### config.mk
export PLATFORM = sky130hd
export DESIGN_NAME = bit_packed_store_unit
export DESIGN_NICKNAME = d
export VERILOG_FILES = /design/src/rtl/core/bps_pkg.sv /design/src/rtl/core/bps_store.sv /design/src/rtl/core/bps_step.sv /design/src/rtl/core/bit_packed_store_unit.sv
export SDC_FILE = /design/constraint.sdc
export NUM_CORES = 2
export LEC_CHECK = 0
export CELL_PAD_IN_SITES_DETAIL_PLACEMENT = 1
export CELL_PAD_IN_SITES_GLOBAL_PLACEMENT = 1
export CORE_ASPECT_RATIO = 0.7
export CORE_MARGIN = 3
export CORE_UTILIZATION = 29
export DETAILED_ROUTE_END_ITERATION = 16
export DONT_BUFFER_PORTS = 1
export GPL_TIMING_DRIVEN = 0
export PLACE_DENSITY_LB_ADDON = 0.1
export SLEW_MARGIN = 20
export SYNTH_ARGS = -nofsm -noshare
export SYNTH_HDL_FRONTEND = slang
export SYNTH_SLANG_ARGS = --single-unit
### constraint.sdc
create_clock -name clk -period 13 [get_ports clk]
set_clock_uncertainty 0.1 [all_clocks]
set_input_delay 0 -clock clk [delete_from_list [all_inputs] [get_ports clk]]
set_output_delay 0 -clock clk [all_outputs]
set_load 0.01 [all_outputs]
### src/rtl/core/bps_pkg.sv
// Shared constants and types for the bit-packed store unit.
// No dependencies.
`default_nettype none
package bps_pkg;
  localparam int STORE_BYTES = 256;
  localparam int STORE_BITS  = STORE_BYTES * 8;
  localparam int ADDR_W      = $clog2(STORE_BYTES);
  localparam int FIELD_MAX   = 64;

  typedef logic [ADDR_W-1:0] addr_t;

  typedef struct packed {
    logic [3:0]  take;
    logic [7:0]  wdata;
    logic [63:0] acc;
    logic [63:0] aligned;
  } step_t;
endpackage
`default_nettype wire

### src/rtl/core/bps_store.sv
// Byte store with per-byte valid bits, one write and one registered read per cycle.
// Depends on bps_pkg.
`default_nettype none
module bps_store
  import bps_pkg::*;
(
  input  logic       clk,
  input  logic       rst,
  input  logic       we,
  input  addr_t      waddr,
  input  logic [7:0] wdata,
  input  addr_t      raddr,
  output logic [7:0] rdata
);
  logic [7:0]             mem [STORE_BYTES];
  logic [STORE_BYTES-1:0] vld;
  logic [7:0]             mem_q;
  logic                   vld_q;

  always_ff @(posedge clk) begin
    if (rst) begin
      vld <= '0;
    end else if (we) begin
      vld[waddr] <= 1'b1;
    end
  end

  always_ff @(posedge clk) begin
    if (we) begin
      mem[waddr] <= wdata;
    end
    mem_q <= mem[raddr];
    vld_q <= vld[raddr];
  end

  assign rdata = vld_q ? mem_q : 8'h00;
endmodule
`default_nettype wire

### src/rtl/core/bps_step.sv
// Shared byte unit: merges or extracts the part of a field that lies in one byte.
// Depends on bps_pkg.
`default_nettype none
module bps_step
  import bps_pkg::*;
(
  input  logic [7:0]  rdata,
  input  logic [2:0]  off,
  input  logic [6:0]  rem,
  input  logic [63:0] aligned,
  input  logic [63:0] acc,
  output step_t       step
);
  logic [3:0] avail;
  logic [3:0] take;
  logic [3:0] rshift;
  logic [7:0] masked;
  logic [7:0] bits;

  always_comb begin
    avail   = 4'd8 - {1'b0, off};
    take    = (rem < {3'b000, avail}) ? rem[3:0] : avail;
    rshift  = avail - take;
    masked  = rdata & (8'hFF >> off);
    bits    = masked >> rshift;
    step.take    = take;
    step.wdata   = rdata | (aligned[63:56] >> off);
    step.acc     = (acc << take) | {56'h0, bits};
    step.aligned = aligned << take;
  end
endmodule
`default_nettype wire

### src/rtl/core/bit_packed_store_unit.sv
// Bit-packed byte store with MSB-first append and extract of 0..64-bit fields.
// The result word is offered once every byte the field touches (1..9) has been
// worked; a zero-width or out-of-range item skips the byte pass. The next word
// can be taken in the cycle after the result loads, later while an earlier result
// waits on out_ready. The store serves one byte read and one byte write per cycle.
// One item is worked at a time. The store clears at reset through per-byte
// valid bits, so no clearing pass is needed. Depends on bps_pkg, bps_store, bps_step.
`default_nettype none
module bit_packed_store_unit
  import bps_pkg::*;
(
  input  logic        clk,
  input  logic        rst,
  input  logic        in_valid,
  output logic        in_ready,
  input  logic        cmd,
  input  logic [63:0] value,
  input  logic [6:0]  width,
  input  logic [10:0] bit_pos,
  output logic        out_valid,
  input  logic        out_ready,
  output logic [63:0] value_out,
  output logic [11:0] end_pos,
  output logic        status
);
  localparam logic [1:0] S_IDLE = 2'd0;
  localparam logic [1:0] S_RUN  = 2'd1;
  localparam logic [1:0] S_DONE = 2'd2;

  logic [1:0]  state;
  logic        is_ext;
  logic [11:0] cur;
  logic [6:0]  rem;
  logic [63:0] aligned;
  logic [63:0] acc;
  logic [11:0] nb;
  logic        st;

  logic [11:0] sum;
  logic        err;
  logic [11:0] cur_next;
  logic [6:0]  rem_next;
  logic        load;
  logic        we;
  addr_t       raddr;
  logic [7:0]  rdata;
  step_t       step;

  assign in_ready = (state == S_IDLE);
  assign sum      = {1'b0, bit_pos} + {5'b0, width};
  assign err      = (width > 7'(FIELD_MAX)) || (int'(sum) > STORE_BITS);
  assign cur_next = cur + {8'b0, step.take};
  assign rem_next = rem - {3'b0, step.take};
  assign load     = (state == S_DONE) && (!out_valid || out_ready);
  assign we       = (state == S_RUN) && !is_ext;
  assign raddr    = (state == S_IDLE) ? addr_t'(bit_pos >> 3) : addr_t'(cur_next >> 3);

  bps_store u_store (
    .clk   (clk),
    .rst   (rst),
    .we    (we),
    .waddr (addr_t'(cur >> 3)),
    .wdata (step.wdata),
    .raddr (raddr),
    .rdata (rdata)
  );

  bps_step u_step (
    .rdata   (rdata),
    .off     (cur[2:0]),
    .rem     (rem),
    .aligned (aligned),
    .acc     (acc),
    .step    (step)
  );

  always_ff @(posedge clk) begin
    if (rst) begin
      state     <= S_IDLE;
      out_valid <= 1'b0;
    end else begin
      if (load) begin
        out_valid <= 1'b1;
      end else if (out_ready) begin
        out_valid <= 1'b0;
      end
      case (state)
        S_IDLE: begin
          if (in_valid) begin
            state <= (err || width == 7'd0) ? S_DONE : S_RUN;
          end
        end
        S_RUN: begin
          if (rem_next == 7'd0) begin
            state <= S_DONE;
          end
        end
        S_DONE: begin
          if (load) begin
            state <= S_IDLE;
          end
        end
        default: begin
          state <= S_IDLE;
        end
      endcase
    end
  end

  always_ff @(posedge clk) begin
    if (state == S_IDLE && in_valid) begin
      is_ext  <= cmd;
      acc     <= '0;
      nb      <= err ? {1'b0, bit_pos} : sum;
      st      <= err;
      cur     <= {1'b0, bit_pos};
      rem     <= width;
      aligned <= value << (7'd64 - width);
    end else if (state == S_RUN) begin
      cur     <= cur_next;
      rem     <= rem_next;
      aligned <= step.aligned;
      if (is_ext) begin
        acc <= step.acc;
      end
    end
    if (load) begin
      value_out <= acc;
      end_pos   <= nb;
      status    <= st;
    end
  end
endmodule
`default_nettype wire

After elaboration in Yosys (flattened, before gate mapping)
Memory sizes are Yosys's and may differ from the RTL's. A register that Yosys moved wholly into a read port is not among the register bits.
Cells that the tools add are included.
- bits in latches: 0
- flip-flop bits (word level): 498
- bits in writable memories: 2048
- bits in read-only memories: 0
- memories kept: 1
- input port bits: 87
- memories (memory ; depth ; width ; read ports ; clocked after memory_dff ; wr ports ; RTL line ; RTL):
    u_store.mem ; 256 ; 8 ; 1 ; 1 ; 1 ; bps_store.sv:15 ; logic [7:0] mem [STORE_BYTES];
- bitwise operators: 4
- equality and inequality tests: 5
- div/mod/pow operators: 0
- order comparisons: 6
- multiplexer cells: 23
- shift operators: 6
- $mul: 0
- add/sub/neg operators: 6
- reductions and logical operators: 16
- operator list (cell ; count):
    256-bit bitwise OR ; 1
    64-bit 2-to-1 mux ; 2
    64-bit by 4-bit left shift with 64-bit output ; 2
    64-bit by 8-bit bitwise OR with 64-bit output ; 1
    64-bit by 7-bit left shift with 64-bit output ; 1
    11-bit 2-to-1 mux ; 3
    8-bit by 9-bit less-than comparator with 1-bit output (second input constant) ; 2
    8-bit 2-to-1 mux ; 2
    7-bit zero test ; 2
    7-bit 2-to-1 mux ; 2
    11-bit by 7-bit adder with 12-bit output ; 1
    12-bit by 4-bit adder with 12-bit output ; 1
    12-bit > comparator (second input constant) ; 1
    8-bit bitwise AND ; 1
    1-bit binary-select mux with 8-bit select ; 1
    1-bit demux with 8-bit select ; 1
    8-bit by 1-bit >= comparator with 1-bit output (second input constant) ; 1
    2-bit 2-to-1 mux ; 4
    8-bit bitwise OR ; 1
    8-bit by 3-bit >> shifter with 8-bit output ; 1
    8-bit by 3-bit >> shifter with 8-bit output (first input constant) ; 1
    8-bit by 4-bit >> shifter with 8-bit output ; 1
    7-bit > comparator (second input constant) ; 1
    7-bit by 4-bit less-than comparator with 1-bit output ; 1
    other kinds (18) ; 31

Longest topological paths before layout
- word-level depth: 7
- mapped depth: 30

By module
Synthesis repeated with hierarchy kept, for this count alone.
- cells, all modules: 6943
- area, all modules: 109082.1 um2
- by module, submodules not included (module ; seq. area each (um2) ; times used ; cells an instance ; area each (um2)):
    bps_store ; 66804.1 ; 1 ; 4703 ; 89027.9
    bit_packed_store_unit ; 6536.3 ; 1 ; 1289 ; 13492.9
    bps_step ; 0.0 ; 1 ; 951 ; 6561.3

Worst setup path before layout
Ideal clock, no wire load.
- path kind: reg-to-reg
- from: register cur[0]
- to: memory u_store.mem[0][6], data pin
- library setup time: 2.243 ns
- stages on the path, launching flop included: 4
- data arrival time: 11.331 ns
- slack: -0.674 ns
- path buffers: 1
- required time: 10.657 ns
- path through: edfxtp_1 > clkbuf_1 > mux2i_1 > o31ai_1
- RTL lines (element ; RTL line ; RTL):
    start, declared ; bit_packed_store_unit.sv:32 ; logic [11:0] cur;
    start signal, assigned ; bit_packed_store_unit.sv:116 ; cur <= {1'b0, bit_pos};
    start signal, assigned ; bit_packed_store_unit.sv:120 ; cur <= cur_next;
    end, declared ; bps_store.sv:15 ;

Final worst setup path
- from: register cur[2]
- to: register u_store.mem_q[5], read port of u_store.mem
- word-level cells in the longest chain between the ends: 5
- RTL lines (element ; RTL line ; RTL):
    4-bit by 3-bit subtractor with 4-bit output ; bps_step.sv:21 ; avail = 4'd8 - {1'b0, off};
    7-bit by 4-bit less-than comparator with 1-bit output ; bps_step.sv:22 ; take = (rem < {3'b000, avail}) ? rem[3:0] : avail;
    4-bit 2-to-1 mux ; bps_step.sv:22 ;
    12-bit by 4-bit adder with 12-bit output * ; bit_packed_store_unit.sv:52 ; assign cur_next = cur + {8'b0, step.take};
    8-bit 2-to-1 mux * ; bit_packed_store_unit.sv:56 ; assign raddr = (state == S_IDLE) ? addr_t'(bit_pos >> 3) : addr_t'(cur_next >> 3);
    end, declared ; bps_store.sv:17 ; logic [7:0] mem_q;
Every way passes the cells marked *; elsewhere a longest branch is shown, timed or not.
A chain may end at the register's enable or synchronous reset.

==> out/qor.yml <==
status:
  status: "finished, final reports clean"
timing:
  setup_viol: 0
  fmax_ghz: 0.0808
  hold_viol: 0
  period_share: 0.952
  grt_setup_unrepaired: "false"
  drv_slew: 0
  worst_slew_pin_slew_ns: 1.41
  period_needed_ns: 12.38
  maxSlewHeadroom: 0.0613
global_routing:
  grt.total_usage: 0.278
  grt_start_max_net_pins: 59
  antenna_found_initial: 82
  grt_overflow: 0
  grt_pass1_vias: 77290
  grt_first_pass_wirelength_um: 724000
min_path:
  hold_path_end: "cur[4]"
  worstHoldStart: "bit_pos[4]"
  hold-path-cell-count: 2
  hp-class: "in2reg"
logic_synthesis:
  yosys_warnings: 0
  async_flop_share: 0
  synth_area_per_cell_um2: 13.0
  synth.distinct_cells: 81
  ys_ff_latch: 2553
  synth_top_area_share: 0.613
  synth_area_leader_cell: "edfxtp_1"
  synth_cells: 8366
  synthTopCellsByCount: "edfxtp_1 (2,221), nand2_1 (1,632), nand3_1 (656)"
  synth_area_um2: 109000
  synthFlopType: "edfxtp_1"
  yosysSeqAreaShare: 0.674
  synth_fp_nets: 8481
  synthTopCellsByArea: "edfxtp_1 (61%), dfxtp_1 (6.1%), nand2_1 (5.6%), mux2i_1 (5.0%), mux4_2 (4.4%)"
  synth.most_common_cell: "edfxtp_1"
  synth_edf_count: 2221
worst_setup_path:
  worstPathArrival_ns: 12.98
  cpPeakStageDelay_ns: 0.95
  crit_path_start_kind: "flop"
  timing.rr.start: "cur[2]"
  path_max_fanout: 10
  critPathSlowestCell: "nand2_1"
  crit_family: "buffers and inverters"
  rr_worst_depth: 25
  crit_top_cell: "buf_2"
  worst-setup-path-type: "reg2reg"
  crit_required_ns: 13.60
  cp.buffers_inverters: 9
  cp-end-kind: "flop"
  timing.rr.end: "u_store.mem_q[5]"
  r2r_slack_ns: 0.62
run:
  drv_cap: 0
die:
  fp-row-count: 187
  ioPinCount: 166
  die_h_um: 519
  die_area_um2: 383000
  core_um2: 372000
  die_w_um: 738
  initial_core_util: 0.292
clock_network:
  cts-root-buf: "clkbuf_16"
  clock_path_buffers: 4
  clkTransAtPathRegs_ns: 0.06
  numCtsBuffers: 279
  cts_tree: "done"
  clk_latency_ns: 0.90
  cts_max_level: 5
  post_cts_resized: 0
  cts.sinks: 2553
final_layout:
  layout-drive-gt1-share: 0.148
  layout.nets: 9035
  syn2layout_area_growth_pct: 18.1
  fin_area_um2: 129000
  fin_cells: 14162
  nFillCells: 39236
place:
  dp_hpwl_um: 421000
  routabilityCongestion: 0.979
  port-buffer-count: 0
  placement.cell_area_um2: 119000
  dp.cells: 13580
drt:
  viasPerCell: 5.70
  drt.antenna.violating_nets: 0
  drt_iter0_markers: 11854
  vias: 80653
  drt_wl_total_um: 549000
  drc_errors: 0
  firstDrtPassIters: 8
  wl_per_cell_um: 38.8
power:
  p_per_area_nw_per_um2: 252
  p_leak_uw: 0.0442
  vdd_drop_max_v: 0.000118
[metrics by stage]
step | setup WS, ns | util | total power [uW] | setup TNS (ns) | hold slack (ns)
6_report | 0.622 | 0.346 | 32400 | 0 | 0.0386
5_1_grt | 0.586 | 0.345 | 33200 | 0 | 0.0243
4_1_cts | 1.19 | 0.345 | 32200 | 0 | 0.00337
3_5_place_dp | 1.22 | 0.320 | 24200 | 0 | -0.0275
3_3_place_gp | -20.25 | 0.309 | 22300 | - | -0.0295
2_1_floorplan | -0.290 | - | 17400 | -74.33 | -0.0309
[worst register-to-register path, stage by stage, from the launching register on]
cell,delay [ns]
edfxtp_1,0.48
clkbuf_1,0.61
clkinv_1,0.53
ha_1,0.52
xnor2_1,0.30
a22o_1,0.25
a21o_1,0.31
mux2_2,0.21
clkbuf_1,0.77
buf_2,0.61
buf_2,0.51
ha_1,0.35
and3_1,0.18
clkbuf_1,0.17
o211ai_1,0.25
nand3_1,0.65
buf_2,0.53
nor2_1,0.84
nand2_1,0.96
buf_2,0.59
o22ai_1,0.62
nor4_2,0.25
buf_6,0.22
a211oi_1,0.86
a31oi_1,0.13
and3_1,0.38
[layer usage]
metal / vias to the layer above / global-route usage / wire, um
li1: 32578 / - / -
met1: 43303 / 0.443 / 267000
met2: 4198 / 0.362 / 209000
met3: 570 / 0.0819 / 60900
met4: 4 / 0.0572 / 12400
met5: - / 0 / 33
[timing repair]
item                      CTS  global route
hold endpoints to repair  211             0
buffers inserted            0             0
hold buffers               66             0
[cell type report]
class                           instances  area (um^2)  area share
Sequential cell                      2553        73300       0.570
Multi-Input combinational cell       5182        33600       0.262
Clock buffer                          383         7820      0.0608
Tap cell                             5008         6270      0.0487
Timing Repair Buffer                  273         3710      0.0289
Buffer                                579         2660      0.0207
Clock inverter                        114          932     0.00725
Inverter                               52          201     0.00157
Antenna cell                           18         45.0    0.000350
[cell families after synthesis]
family / Yosys count / synth area share
AOI/OAI and AO/OA: 1366 / 0.0824
xor gates and xnor gates: 32 / 0.00257
adders and majority gates: 29 / 0.00345
buffers and inverters: 631 / 0.0254
DFF: 2553 / 0.674
muxes: 779 / 0.0965
and+or+nand+nor: 2976 / 0.116
[sequential cells by signal (all words and copies together), names as in the netlist]
| signal | count |
|---|---|
| u_store.mem_q | 8 |
| status | 1 |
| out_valid | 1 |
| aligned | 64 |
| value_out | 64 |
| state | 2 |
| u_store.vld_q | 1 |
| acc | 64 |
| u_store.mem | 2048 |
| nb | 12 |
| u_store.vld | 256 |
| rem | 7 |
| cur | 11 |
| is_ext | 1 |
| end_pos | 12 |
| st | 1 |
[report_power, final]
group | internal, uW | leakage, uW | total (uW) | switching, uW
Sequential | 10900 | 0.0229 | 11100 | 145
Combinational | 3620 | 0.0169 | 13400 | 9790
Clock | 4450 | 0.00429 | 7960 | 3520
Total | 19000 | 0.0442 | 32400 | 13400
[placed cells by master, fill, tap and decap left out, types with 22 or more instances in the layout]
cell           instances
mux4_2               214
and3_1                30
o21ai_0              146
o211ai_1              32
mux2_2                22
edfxtp_1            2221
a211oi_1              76
buf_6                 43
buf_4                112
buf_16                51
buf_2                192
inv_1                 44
dlygate4sd3_1         66
dfxtp_1              332
a21oi_1              391
a22oi_1               53
nand3_1              656
buf_1                 41
nor4_2                44
nor2b_1               23
clkinv_1              46
a32oi_1               42
o21a_1               260
mux2i_1              543
clkbuf_16            292
nor2_1               249
nor4_1                29
clkbuf_2              56
clkinv_2              42
nor3_1                76
nand2_1             1632
o221ai_1              50
a31oi_1               47
ha_1                  26
nor2_2               155
o22ai_1              102
a21o_1                50
clkbuf_1             329
[how the worst max path moves through the flow]
stage,start,end,slack (ns),cells after the start
CTS,cur[2],u_store.mem_q[5],1.19,25
global route,cur[2],u_store.mem_q[5],0.59,25
finish,cur[2],u_store.mem_q[5],0.62,25
detailed placement,cur[2],u_store.mem_q[5],1.22,25
global placement,cur[0],u_store.mem[100][5],-20.25,5
floorplan,cur[0],u_store.mem[0][5],-0.29,5
Note: power is estimated with default switching activity, not from simulation.
